==> config.mk <==
export PLATFORM = sky130hd
export DESIGN_NAME = ordered_list_store_unit_flat
export DESIGN_NICKNAME = d
export VERILOG_FILES = /design/src/sv/olst_pkg.sv /design/src/sv/olst_req_if.sv /design/src/sv/olst_rsp_if.sv /design/src/sv/olst_ram.sv /design/src/sv/olst_datapath.sv /design/src/sv/olst_ctrl.sv /design/src/sv/ordered_list_store_unit.sv /design/src/flat_wrapper.sv
export SDC_FILE = /design/constraint.sdc
export NUM_CORES = 2
export LEC_CHECK = 0
export CAP_MARGIN = 25
export CELL_PAD_IN_SITES_DETAIL_PLACEMENT = 2
export CELL_PAD_IN_SITES_GLOBAL_PLACEMENT = 2
export CORE_MARGIN = 2
export CORE_UTILIZATION = 41
export DETAILED_ROUTE_END_ITERATION = 7
export DONT_BUFFER_PORTS = 1
export GPL_TIMING_DRIVEN = 0
export PLACE_DENSITY = 0.78
export SYNTH_ARGS = -nofsm -noshare
export SYNTH_HDL_FRONTEND = slang
export SYNTH_SLANG_ARGS = --single-unit
==> constraint.sdc <==
create_clock -name clk -period 4.4 [get_ports clk]
set_input_delay 0.44 -clock clk [delete_from_list [all_inputs] [get_ports clk]]
set_output_delay 0.44 -clock clk [all_outputs]
set_load 0.01 [all_outputs]
==> src/sv/olst_pkg.sv <==
package olst_pkg;

	// list size and derived widths
	localparam int CAPACITY = 64;
	localparam int ADDR_W   = $clog2(CAPACITY);
	localparam int CNT_W    = $clog2(CAPACITY + 1);

	// fixed field widths
	localparam int OP_W     = 3;
	localparam int WORD_W   = 32;
	localparam int POS_W    = 6;
	localparam int STATUS_W = 2;
	localparam int FOUND_W  = 6;
	localparam int COUNT_W  = 7;

	typedef enum logic [OP_W-1:0] {
		OP_APPEND  = 3'd0,
		OP_DEL_POS = 3'd1,
		OP_DEL_VAL = 3'd2,
		OP_FIND    = 3'd3,
		OP_READ    = 3'd4,
		OP_CLEAR   = 3'd5
	} op_t;

	typedef enum logic [STATUS_W-1:0] {
		ST_OK      = 2'd0,
		ST_FULL    = 2'd1,
		ST_RANGE   = 2'd2,
		ST_MISSING = 2'd3
	} status_t;

	// controller to datapath
	typedef struct packed {
		logic    take;        // request channel ready
		logic    issue;       // read at walk index
		logic    rd_pos;      // read at request position
		logic    cap_rd;      // keep read data as result word
		logic    idx_zero;    // walk index to zero
		logic    idx_pos1;    // walk index to position plus one
		logic    idx_hit1;    // walk index to match plus one
		logic    found_cap;   // keep match index
		logic    app_wr;      // write word at end of list
		logic    cnt_clr;
		logic    cnt_dec;
		logic    shift_wr;    // write back shifted words
		logic    set_status;
		status_t status_code;
		logic    emit;        // load output register
	} olst_cmd_t;

	// datapath to controller
	typedef struct packed {
		logic req_valid;
		op_t  op;
		logic full;
		logic pos_bad;
		logic hit;
		logic miss;
		logic shift_done;
		logic out_free;
	} olst_stat_t;

endpackage

==> src/sv/olst_req_if.sv <==
interface olst_req_if import olst_pkg::*; ();
	logic                     valid;
	logic                     ready;
	logic [OP_W-1:0]          op;
	logic signed [WORD_W-1:0] value;
	logic [POS_W-1:0]         position;

	modport source (output valid, output op, output value, output position, input ready);
	modport sink (input valid, input op, input value, input position, output ready);
endinterface

==> src/sv/olst_rsp_if.sv <==
interface olst_rsp_if import olst_pkg::*; ();
	logic                     valid;
	logic                     ready;
	logic [STATUS_W-1:0]      status;
	logic [FOUND_W-1:0]       found_index;
	logic signed [WORD_W-1:0] read_value;
	logic [COUNT_W-1:0]       count;

	modport source (output valid, output status, output found_index, output read_value,
		output count, input ready);
	modport sink (input valid, input status, input found_index, input read_value,
		input count, output ready);
endinterface

==> src/sv/olst_ram.sv <==
module olst_ram #(
	parameter int WIDTH = 32,
	parameter int DEPTH = 64
) (
	input  logic                     clk,
	input  logic                     wr_en,
	input  logic [$clog2(DEPTH)-1:0] wr_addr,
	input  logic [WIDTH-1:0]         wr_data,
	input  logic                     rd_en,
	input  logic [$clog2(DEPTH)-1:0] rd_addr,
	output logic [WIDTH-1:0]         rd_data
);

	logic [WIDTH-1:0] mem [DEPTH];

	// one write port, one registered read port
	always_ff @(posedge clk) begin
		if (wr_en) begin
			mem[wr_addr] <= wr_data;
		end
		if (rd_en) begin
			rd_data <= mem[rd_addr];
		end
	end

endmodule

==> src/sv/olst_datapath.sv <==
module olst_datapath import olst_pkg::*; (
	input  logic        clk,
	input  logic        arst_n,
	olst_req_if.sink    req,
	olst_rsp_if.source  rsp,
	input  olst_cmd_t   cmd,
	output olst_stat_t  st
);

	op_t                      op_q;
	logic [WORD_W-1:0]        value_q;
	logic [POS_W-1:0]         pos_q;
	logic [CNT_W-1:0]         count_q;
	logic [CNT_W-1:0]         idx_q;
	logic                     rd_vld_s1;
	logic [ADDR_W-1:0]        rd_idx_s1;
	status_t                  res_status_q;
	logic [FOUND_W-1:0]       res_found_q;
	logic [WORD_W-1:0]        res_rd_q;
	logic                     out_valid_q;
	logic [STATUS_W-1:0]      out_status_q;
	logic [FOUND_W-1:0]       out_found_q;
	logic [WORD_W-1:0]        out_rd_q;
	logic [COUNT_W-1:0]       out_count_q;

	logic                     accept;
	logic                     issue_ok;
	logic                     rd_en;
	logic [ADDR_W-1:0]        rd_addr;
	logic [WORD_W-1:0]        rd_data;
	logic                     wr_en;
	logic [ADDR_W-1:0]        wr_addr;
	logic [WORD_W-1:0]        wr_data;

	assign accept   = req.valid && cmd.take;
	assign issue_ok = cmd.issue && (idx_q < count_q);

	// memory port selection
	assign rd_en   = issue_ok || cmd.rd_pos;
	assign rd_addr = cmd.rd_pos ? ADDR_W'(pos_q) : idx_q[ADDR_W-1:0];
	assign wr_en   = cmd.app_wr || (cmd.shift_wr && rd_vld_s1);
	assign wr_addr = cmd.app_wr ? count_q[ADDR_W-1:0] : rd_idx_s1 - ADDR_W'(1);
	assign wr_data = cmd.app_wr ? value_q : rd_data;

	olst_ram #(
		.WIDTH (WORD_W),
		.DEPTH (CAPACITY)
	) u_ram (
		.clk     (clk),
		.wr_en   (wr_en),
		.wr_addr (wr_addr),
		.wr_data (wr_data),
		.rd_en   (rd_en),
		.rd_addr (rd_addr),
		.rd_data (rd_data)
	);

	// status toward the controller
	always_comb begin
		st.req_valid  = req.valid;
		st.op         = op_q;
		st.full       = (count_q == CNT_W'(CAPACITY));
		st.pos_bad    = (32'(pos_q) >= 32'(count_q));
		st.hit        = rd_vld_s1 && (rd_data == value_q);
		st.miss       = (idx_q >= count_q) && !rd_vld_s1;
		st.shift_done = (idx_q >= count_q) && !rd_vld_s1;
		st.out_free   = !out_valid_q || rsp.ready;
	end

	// control registers: count, walk index, read pipeline, output valid
	always_ff @(posedge clk or negedge arst_n) begin
		if (!arst_n) begin
			count_q     <= '0;
			idx_q       <= '0;
			rd_vld_s1   <= 1'b0;
			out_valid_q <= 1'b0;
		end else begin
			if (cmd.cnt_clr) begin
				count_q <= '0;
			end else if (cmd.app_wr) begin
				count_q <= count_q + CNT_W'(1);
			end else if (cmd.cnt_dec) begin
				count_q <= count_q - CNT_W'(1);
			end

			if (cmd.idx_zero) begin
				idx_q <= '0;
			end else if (cmd.idx_pos1) begin
				idx_q <= CNT_W'(pos_q) + CNT_W'(1);
			end else if (cmd.idx_hit1) begin
				idx_q <= CNT_W'(rd_idx_s1) + CNT_W'(1);
			end else if (issue_ok) begin
				idx_q <= idx_q + CNT_W'(1);
			end

			rd_vld_s1 <= issue_ok;

			if (cmd.emit) begin
				out_valid_q <= 1'b1;
			end else if (rsp.ready) begin
				out_valid_q <= 1'b0;
			end
		end
	end

	// request, result and output payload
	always_ff @(posedge clk) begin
		if (accept) begin
			op_q    <= op_t'(req.op);
			value_q <= req.value;
			pos_q   <= req.position;
		end
		rd_idx_s1 <= idx_q[ADDR_W-1:0];

		if (accept) begin
			res_status_q <= ST_OK;
			res_found_q  <= '0;
			res_rd_q     <= '0;
		end else begin
			if (cmd.set_status) begin
				res_status_q <= cmd.status_code;
			end
			if (cmd.found_cap) begin
				res_found_q <= FOUND_W'(rd_idx_s1);
			end
			if (cmd.cap_rd) begin
				res_rd_q <= rd_data;
			end
		end

		if (cmd.emit) begin
			out_status_q <= res_status_q;
			out_found_q  <= res_found_q;
			out_rd_q     <= res_rd_q;
			out_count_q  <= COUNT_W'(count_q);
		end
	end

	assign req.ready       = cmd.take;
	assign rsp.valid       = out_valid_q;
	assign rsp.status      = out_status_q;
	assign rsp.found_index = out_found_q;
	assign rsp.read_value  = out_rd_q;
	assign rsp.count       = out_count_q;

endmodule

==> src/sv/olst_ctrl.sv <==
module olst_ctrl import olst_pkg::*; (
	input  logic       clk,
	input  logic       arst_n,
	input  olst_stat_t st,
	output olst_cmd_t  cmd
);

	typedef enum logic [5:0] {
		S_IDLE   = 6'b000001,
		S_EXEC   = 6'b000010,
		S_RDWAIT = 6'b000100,
		S_SCAN   = 6'b001000,
		S_SHIFT  = 6'b010000,
		S_DONE   = 6'b100000
	} state_t;

	state_t state_q;
	state_t state_d;

	// next state and commands
	always_comb begin
		state_d = state_q;
		cmd     = '0;
		cmd.status_code = ST_OK;
		unique case (state_q)
			S_IDLE: begin
				cmd.take = 1'b1;
				if (st.req_valid) begin
					state_d = S_EXEC;
				end
			end
			S_EXEC: begin
				state_d = S_DONE;
				unique case (st.op) inside
					OP_APPEND: begin
						if (st.full) begin
							cmd.set_status  = 1'b1;
							cmd.status_code = ST_FULL;
						end else begin
							cmd.app_wr = 1'b1;
						end
					end
					OP_DEL_POS: begin
						if (st.pos_bad) begin
							cmd.set_status  = 1'b1;
							cmd.status_code = ST_RANGE;
						end else begin
							cmd.idx_pos1 = 1'b1;
							state_d      = S_SHIFT;
						end
					end
					OP_DEL_VAL, OP_FIND: begin
						cmd.idx_zero = 1'b1;
						state_d      = S_SCAN;
					end
					OP_READ: begin
						if (st.pos_bad) begin
							cmd.set_status  = 1'b1;
							cmd.status_code = ST_RANGE;
						end else begin
							cmd.rd_pos = 1'b1;
							state_d    = S_RDWAIT;
						end
					end
					OP_CLEAR: begin
						cmd.cnt_clr = 1'b1;
					end
					default: begin
					end
				endcase
			end
			S_RDWAIT: begin
				cmd.cap_rd = 1'b1;
				state_d    = S_DONE;
			end
			S_SCAN: begin
				if (st.hit) begin
					cmd.found_cap = 1'b1;
					if (st.op == OP_DEL_VAL) begin
						cmd.idx_hit1 = 1'b1;
						state_d      = S_SHIFT;
					end else begin
						state_d = S_DONE;
					end
				end else if (st.miss) begin
					cmd.set_status  = 1'b1;
					cmd.status_code = ST_MISSING;
					state_d         = S_DONE;
				end else begin
					cmd.issue = 1'b1;
				end
			end
			S_SHIFT: begin
				cmd.shift_wr = 1'b1;
				if (st.shift_done) begin
					cmd.cnt_dec = 1'b1;
					state_d     = S_DONE;
				end else begin
					cmd.issue = 1'b1;
				end
			end
			S_DONE: begin
				if (st.out_free) begin
					cmd.emit = 1'b1;
					state_d  = S_IDLE;
				end
			end
			default: begin
				state_d = S_IDLE;
			end
		endcase
	end

	always_ff @(posedge clk or negedge arst_n) begin
		if (!arst_n) begin
			state_q <= S_IDLE;
		end else begin
			state_q <= state_d;
		end
	end

endmodule

==> src/sv/ordered_list_store_unit.sv <==
// Ordered list of signed 32-bit words held in one single-port-write,
// registered-read memory of CAPACITY entries.
// Channel req carries op, value and position; channel rsp returns one
// transfer per request with status, found_index, read_value and count.
// Requests are taken one at a time: req.ready is high only while the
// controller waits for work.
// Append, clear, unused codes and rejected requests go straight to the
// result; read at passes through a wait state for the registered memory
// read; find and delete value walk the list from the start until a match
// or the end; delete at position, and delete value on a match, then shift
// every later entry down by one. The walk over the list moves one entry a
// cycle through the memory port; the next request is taken only once the
// previous result is loaded into the output register.
// A result register parts the two sides: the next request is accepted
// while a result waits; when rsp is stalled the block holds its next
// result until the register frees.
// Reset empties the list (count zero) and the memory needs no clearing.
module ordered_list_store_unit import olst_pkg::*; (
	input logic        clk,
	input logic        arst_n,
	olst_req_if.sink   req,
	olst_rsp_if.source rsp
);

	olst_cmd_t  cmd;
	olst_stat_t st;

	olst_ctrl u_ctrl (
		.clk    (clk),
		.arst_n (arst_n),
		.st     (st),
		.cmd    (cmd)
	);

	olst_datapath u_datapath (
		.clk    (clk),
		.arst_n (arst_n),
		.req    (req),
		.rsp    (rsp),
		.cmd    (cmd),
		.st     (st)
	);

	// one request in flight at a time
	a_single_item: assert property (@(posedge clk) disable iff (!arst_n)
		req.valid && req.ready |=> !req.ready)
		else $error("request taken while another is in work");

	// output register only loaded when free
	a_emit_free: assert property (@(posedge clk) disable iff (!arst_n)
		cmd.emit |-> st.out_free)
		else $error("result overwrote a pending response");

	// append never writes past the end
	a_append_room: assert property (@(posedge clk) disable iff (!arst_n)
		cmd.app_wr |-> !st.full)
		else $error("append into a full list");

	// a new result shows up as a valid response next cycle
	a_emit_valid: assert property (@(posedge clk) disable iff (!arst_n)
		cmd.emit |=> rsp.valid)
		else $error("emitted result not presented");

endmodule
==> src/flat_wrapper.sv <==
// flat-port wrapper written by rule: the top's interface ports become plain ports
module ordered_list_store_unit_flat import olst_pkg::*;
  (clk, arst_n, req_valid, req_op, req_value, req_position, req_ready, rsp_valid, rsp_status, rsp_found_index, rsp_read_value, rsp_count, rsp_ready);
  olst_req_if req_i ();
  olst_rsp_if rsp_i ();
  input logic clk;
  input logic arst_n;
  input wire logic [$bits(req_i.valid)-1:0] req_valid;
  input wire logic [$bits(req_i.op)-1:0] req_op;
  input wire logic [$bits(req_i.value)-1:0] req_value;
  input wire logic [$bits(req_i.position)-1:0] req_position;
  output wire logic [$bits(req_i.ready)-1:0] req_ready;
  output wire logic [$bits(rsp_i.valid)-1:0] rsp_valid;
  output wire logic [$bits(rsp_i.status)-1:0] rsp_status;
  output wire logic [$bits(rsp_i.found_index)-1:0] rsp_found_index;
  output wire logic [$bits(rsp_i.read_value)-1:0] rsp_read_value;
  output wire logic [$bits(rsp_i.count)-1:0] rsp_count;
  input wire logic [$bits(rsp_i.ready)-1:0] rsp_ready;
  assign req_i.valid = req_valid;
  assign req_i.op = req_op;
  assign req_i.value = req_value;
  assign req_i.position = req_position;
  assign req_ready = req_i.ready;
  assign rsp_valid = rsp_i.valid;
  assign rsp_status = rsp_i.status;
  assign rsp_found_index = rsp_i.found_index;
  assign rsp_read_value = rsp_i.read_value;
  assign rsp_count = rsp_i.count;
  assign rsp_i.ready = rsp_ready;
  ordered_list_store_unit u_core (.clk(clk), .arst_n(arst_n), .req(req_i), .rsp(rsp_i));
endmodule
==> key figures, run 1 <==
Placement
  • Number of placed instances, taps included: approximately 10000
  • Cell area reported after detailed placement: just under 100000 um2
  • Quantity of I/O buffers inserted on ports: 0
  • Half-perimeter wire length of the detailed placement result: around 360 mm
  • Global placer's final weighted congestion: between 0.9 and 1

Yosys
  • Area fraction in compound gates after synthesis: 6.595%
  • XOR/XNOR Fraction of Synth Area: 0.4513%
  • Adder-Cell Fraction of Synth Area: less than 1%
  • Synthesized instance count: 6670
  • Proportion of synthesized chip area in sequential cells: between 70% and 80%
  • Cell area after technology mapping: 89270 um2
  • Async SR Flop Fraction: less than 1%
  • Number of enable-type register cells in the synthesized netlist: approximately 2200
  • Count of different cell masters after synthesis: 83
  • Post-Synthesis Net Count: 6736
  • Main combinational cell family by area after synthesis: simple AND/OR/NAND/NOR gates
  • Simple-gate portion of the synthesized area: 12.92%
  • Most instantiated flip-flop cell in the synthesis netlist: edfxtp_1
  • Avg Inst Size Synth: 13.38 um2
  • Post-synthesis sequential element count: 2236
  • Multiplexer area fraction after synthesis: between 2 and 3%
  • Ys Warns: 0

Run status
  • Stage at which the flow ended: global routing (5_1_grt)
  • Result of the run: stopped before the end
  • Tool Error: [ERROR GRT-0232] Routing congestion too high. Check the congestion heatmap in the GUI.

Global routing
  • Total routing resource utilization after global routing: approximately 76%
  • Antenna violations before repair: between 150 and 200
  • Pin count of the biggest net entering global routing: 65
  • GRT Residual Overflow: 102

STA
  • Final worst endpoint reported by repair_timing after global routing: u_core.u_datapath.u_ram.rd_data[16]$_DFFE_PP_/D
  • WEP type: register data pin

Clock tree
  • Num CTS Buffers: 233
  • H-tree Lvls: 4
  • Clock root buffer: clkbuf_16
  • Maximum count of clock buffers along a single path: 3
  • Clock sink count: approximately 2200

Floorplan
  • Die boundary width: 470.6 um
  • Overall die height: 470.6 um
  • Number of I/O pins: 94
  • Floorplan row count: 171
  • Initial core utilization: 41.19%
==> logic make-up after synthesis <==
family,count (synthesis)
compound gates,965
simple gates,2712
buf+inv,425
xor+xnor,46
flops,2236
mux,265
fa+ha+maj,21
==> synth_stat cells, types with 64 or more instances <==
master	number	area (um2)
o21ai_0	126	630.6
nand2_1	1781	6685
and3_1	88	550.5
nand3_1	452	2262
clkbuf_1	163	611.8
edfxtp_1	2168	65100
a21oi_1	454	2272
nor2_1	124	465.5
buf_2	171	855.8
mux2i_1	257	2572
o22ai_1	64	400.4
nor3_1	135	675.7
==> metal layers <==
layer	global-route usage, %	GRT overflow
met1	74.05	5
met2	86.18	41
met3	68.97	4
met4	73.16	50
met5	55.09	2
==> repair_timing <==
item / in CTS
setup buffers: 108
pin swaps: 86
hold endpoints to repair: 82
setup endpoints to repair: 2048
gates resized for setup: 972
hold buffers: 46
==> through the flow <==
step                setup WS (ps)  TNS (ps)
CTS                        -293.1     -9718
detailed placement          -2750   -521710
global placement            -4000  -8684520
floorplan                   368.1         0
==> run 2, diff against run 1 <==
--- a/config.mk
+++ b/config.mk
@@ -6,14 +6,12 @@
 export NUM_CORES = 2
 export LEC_CHECK = 0
 export CAP_MARGIN = 25
-export CELL_PAD_IN_SITES_DETAIL_PLACEMENT = 2
-export CELL_PAD_IN_SITES_GLOBAL_PLACEMENT = 2
 export CORE_MARGIN = 2
-export CORE_UTILIZATION = 41
+export CORE_UTILIZATION = 30
 export DETAILED_ROUTE_END_ITERATION = 7
 export DONT_BUFFER_PORTS = 1
 export GPL_TIMING_DRIVEN = 0
-export PLACE_DENSITY = 0.78
+export PLACE_DENSITY_LB_ADDON = 0.15
 export SYNTH_ARGS = -nofsm -noshare
 export SYNTH_HDL_FRONTEND = slang
 export SYNTH_SLANG_ARGS = --single-unit
==> constraint.sdc (replaced) <==
create_clock -name clk -period 5.7 [get_ports clk]
set_input_delay 0.57 -clock clk [delete_from_list [all_inputs] [get_ports clk]]
set_output_delay 0.57 -clock clk [all_outputs]
set_load 0.01 [all_outputs]
==> key figures, run 2 <==
Cells and area
  • Most common cell after layout, fill and taps aside: edfxtp_1
  • Number of flip-flops in the largest register: 2048
  • Utilization after layout: between 30% and 40%
  • Count of non-filler cells in the finished layout: 11360
  • Fill cell total of the finished layout: 28400
  • Area growth from synthesis to final layout: 21.04%
  • Register with the most flip-flops: u_core.u_datapath.u_ram.mem
  • Top library cells by usage in the layout, fill and taps aside: edfxtp_1, nand2_1, a21oi_1
  • Total area of sequential cells: roughly 67000 um2
  • Final-stage net count: between 7000 and 8000
  • Final standard cell area without fillers: 108100 um2
  • Combined area of the multi-input logic cells: 21850 um2
  • Ratio of cells with drive above 1 in the final layout: 13.66%

Worst setup path
  • Category of the worst setup path capture point: register
  • Minimum setup slack among reg-to-reg paths: -80 ps
  • CP Depth: 16
  • Category of the critical setup timing path: reg2reg
  • Critical path startpoint category: register
  • Library cell contributing the largest single delay on the critical path: clkbuf_1
  • First element of the critical path: u_core.u_datapath.count_q[4]$_DFFE_PN0P_
  • Endpoint of the worst setup timing path: u_core.u_datapath.u_ram.rd_data[28]$_DFFE_PP_
  • Critical path required time: 6350 ps
  • Number of cells on the worst reg-to-reg path: 16
  • Delay contributed by the slowest stage of the critical path: 580 ps
  • Data arrival time of the critical path: around 6400 ps
  • Origin of the critical flop-to-flop path: u_core.u_datapath.count_q[4]$_DFFE_PN0P_
  • Worst-path fanout max: 10
  • CP top delay family: buffers and inverters
  • Critical R2R Capture: u_core.u_datapath.u_ram.rd_data[28]$_DFFE_PP_
  • CP bufs+invs: 5
  • Sequence of cells on the critical path: inv_1 > ha_1 > a211oi_1 > or2_1 > clkbuf_1 > o211ai_4 > a21oi_2 > buf_2 > clkbuf_4 > clkbuf_1 > nand2_1 > nand3_1 > nand3_1 > nor2_1 > nor3_1 > a22oi_2

Power
  • Total design power: about 60 mW
  • Cell-internal power: 32.77 mW
  • P per Cell Area: 556.7 nW/um2
  • Maximum vdd drop: 0.3823 mV
  • Part of the total power dissipated in the clock network: 24.9%
  • Switching power: ~27 mW
  • Sw frac: 45.53%
  • Share of total power in sequential cells: 31.3%
  • Proportion of power drawn by combinational gates: a little over two fifths
  • Leakage power: 36.63 nW

Global routing
  • Total routing resource utilization after global routing: between 20% and 30%
  • First-pass GRT wire length: between 500 and 600 mm
  • GRT Residual Overflow: 0
  • Vias in the first global route: a little under 60000
  • Antenna violations before repair: 63
  • Pin count of the biggest net entering global routing: 65

Yosys
  • Proportion of synthesized chip area in sequential cells: 74.58% (unchanged)
  • Async SR Flop Fraction: 0.9839% (unchanged)
  • Most instantiated library cell after synthesis: edfxtp_1
  • Cell area after technology mapping: 89270 um2 (unchanged)
  • Commonest cells post-synth: edfxtp_1, nand2_1, a21oi_1, nand3_1, mux2i_1
  • Cell type with the largest total area after synthesis: edfxtp_1
  • Post-Synthesis Net Count: 6736 (unchanged)
  • Number of enable-type register cells in the synthesized netlist: 2168 (unchanged)
  • Leading post-synthesis cells by cell area: edfxtp_1, nand2_1, mux2i_1
  • Ys Warns: 0 (unchanged)
  • Count of different cell masters after synthesis: 83 (unchanged)
  • Synthesized instance count: 6670 (unchanged)
  • Post-synthesis sequential element count: 2236 (unchanged)
  • Proportion of netlist area held by the largest area contributor: 72.93% (unchanged)
  • Most instantiated flip-flop cell in the synthesis netlist: edfxtp_1
  • Avg Inst Size Synth: 13.38 um2 (unchanged)

Floorplan
  • Die boundary width: 549.5 um (+17%)
  • Overall die height: 549.5 um (+17%)
  • Floorplan row count: 200 (+17%)
  • Initial core utilization: 30.10% (-11 points)
  • Number of I/O pins: 94 (unchanged)
  • CORE AREA: just under 300000 um2
  • Die footprint: around 300000 um2

STA
  • Worst hold slack across all endpoints: ~130 ps
  • Least setup slack across all paths after layout: -84.96 ps
  • Setup-violating endpoint count in the final report: 4
  • Transition time at the pin with the least slew margin: 1248 ps
  • Layout Skew: about 110 ps
  • Worst rel slew slack: 16.81%
  • Timing-limited maximum frequency: ~170 MHz
  • Period minus WS final: 5785 ps
  • Fraction of the cycle the final worst path needs: 101.5%
  • Final number of max-transition violations: 0
  • Unrepaired setup endpoints after global routing: true
  • Setup TNS: -221.6 ps
  • Final hold viol count: 0

Detailed routing
  • Final Routed Wirelength: 453.3 mm
  • Count of TritonRoute iterations in the first routing pass: 6
  • Residual DRC: 0
  • Via density per instance: 5.748
  • First DRT Iteration DRCs: about 12000
  • Number of antenna-violating nets in the routed design: 0
  • Routed WL per cell: 39.91 um
  • Total vias in the final route: 65290

Run status
  • Violated checks: negative setup slack
  • Result of the run: complete, but fails checks

Clock tree
  • Clock root buffer: clkbuf_16
  • Clock sink count: 2236 (unchanged)
  • Num CTS Buffers: 246 (+5.6%)
  • Maximum count of clock buffers along a single path: 4 (+1)
  • H-tree Lvls: 4 (unchanged)
  • Worst-Skew Late Latency: 960 ps
  • CTS tree: yes
  • Clock-pin slew reported for the worst setup and hold paths after clock tree synthesis: 60 ps

Placement
  • Quantity of I/O buffers inserted on ports: 0 (unchanged)
  • Worst slack at placement: -1960 ps (+790.0 ps)
  • Number of placed instances, taps included: 10850 (+11%)
  • Global placer's final weighted congestion: 0.9397 (-5.6%)
  • Half-perimeter wire length of the detailed placement result: 327.2 mm (-8.1%)
  • Cell area reported after detailed placement: 99590 um2 (+1.4%)

Hold path
  • Beginning of the worst hold path: req_valid
  • Class of the worst hold path: in2reg

Flow run
  • Max Cap Viol: 0
## run 2: worst reg2reg max path, stage by stage, from the launching register on
cell      delay, ps
dfrtp_2         480
inv_1           110
ha_1            320
a211oi_1        280
or2_1           150
clkbuf_1        220
o211ai_4        210
a21oi_2         560
buf_2           420
clkbuf_4        510
clkbuf_1        640
nand2_1         120
nand3_1         120
nand3_1         550
nor2_1          290
nor3_1           90
a22oi_2         500
## run 2: area by class of cell
class | count | share of cell area, %
clock buffer | 327 | 6.035
buffer | 401 | 2.023
sequential | 2236 | 61.62
tap | 3939 | 4.561
antenna | 27 | 0.06253
multi-input combinational | 4009 | 20.23
clock inverter | 104 | 0.6380
timing repair buffer | 297 | 4.774
inverter | 18 | 0.06253
## run 2: how the worst min path moves through the flow
stage	to	slack, ps	cells past startpoint
6_report	u_core.u_datapath.res_status_q[1]$_SDFFE_PP0P_	130	3
5_1_grt	u_core.u_datapath.rsp.found_index[2]$_DFFE_PP_	130	2
4_1_cts	u_core.u_datapath.rsp.found_index[2]$_DFFE_PP_	100	2
3_5_place_dp	u_core.u_datapath.rsp.valid$_DFFE_PN0P_	280	0
3_3_place_gp	u_core.u_datapath.rsp.valid$_DFFE_PN0P_	280	0
2_1_floorplan	u_core.u_ctrl.state_q[1]$_DFFE_PN0P_	270	0
## run 2: power groups by stage
stage	sequential, mW	clock (mW)	combinational (mW)
detailed placement	19.2	0	24.3
finish	18.9	15.0	26.3
global placement	19.3	0	23.0
floorplan	19.1	0	9.99
global route	18.9	15.6	26.0
CTS	18.9	15.0	24.8
## run 2: logic make-up (layout without fill, tap and decap cells)
group | count (synthesis) | after routing | synth area share, %
xor gates and xnor gates | 46 | 46 | 0.4513
AOI/OAI and AO/OA | 965 | 965 | 6.595
DFF | 2236 | 2236 | 74.58
adders and majority gates | 21 | 21 | 0.3027
other | 0 | 27 | 0
and+or+nand+nor | 2712 | 2712 | 12.92
buffers and inverters | 425 | 1147 | 2.163
muxes | 265 | 265 | 2.991
## run 2: timing repair
| action | in CTS | in global routing |
|---|---|---|
| hold buffers | 44 | 1 |
| buffers inserted | 5 | 0 |
| resized for setup | 157 | 48 |
| endpoints found under the setup margin | 32 | 29 |
| endpoints found under the hold margin | 67 | 2 |
| pin swaps | 5 | 2 |
## run 2: routing by layer
metal | GRT usage (%) | routed length (um) | vias up
met5 | 0.2374 | 532 | -
met4 | 14.42 | 27110 | 24
met3 | 8.649 | 57160 | 983
met2 | 43.01 | 191900 | 4782
met1 | 39.10 | 176700 | 33690
li1 | - | - | 25810
(Power assumes the default switching activity.)
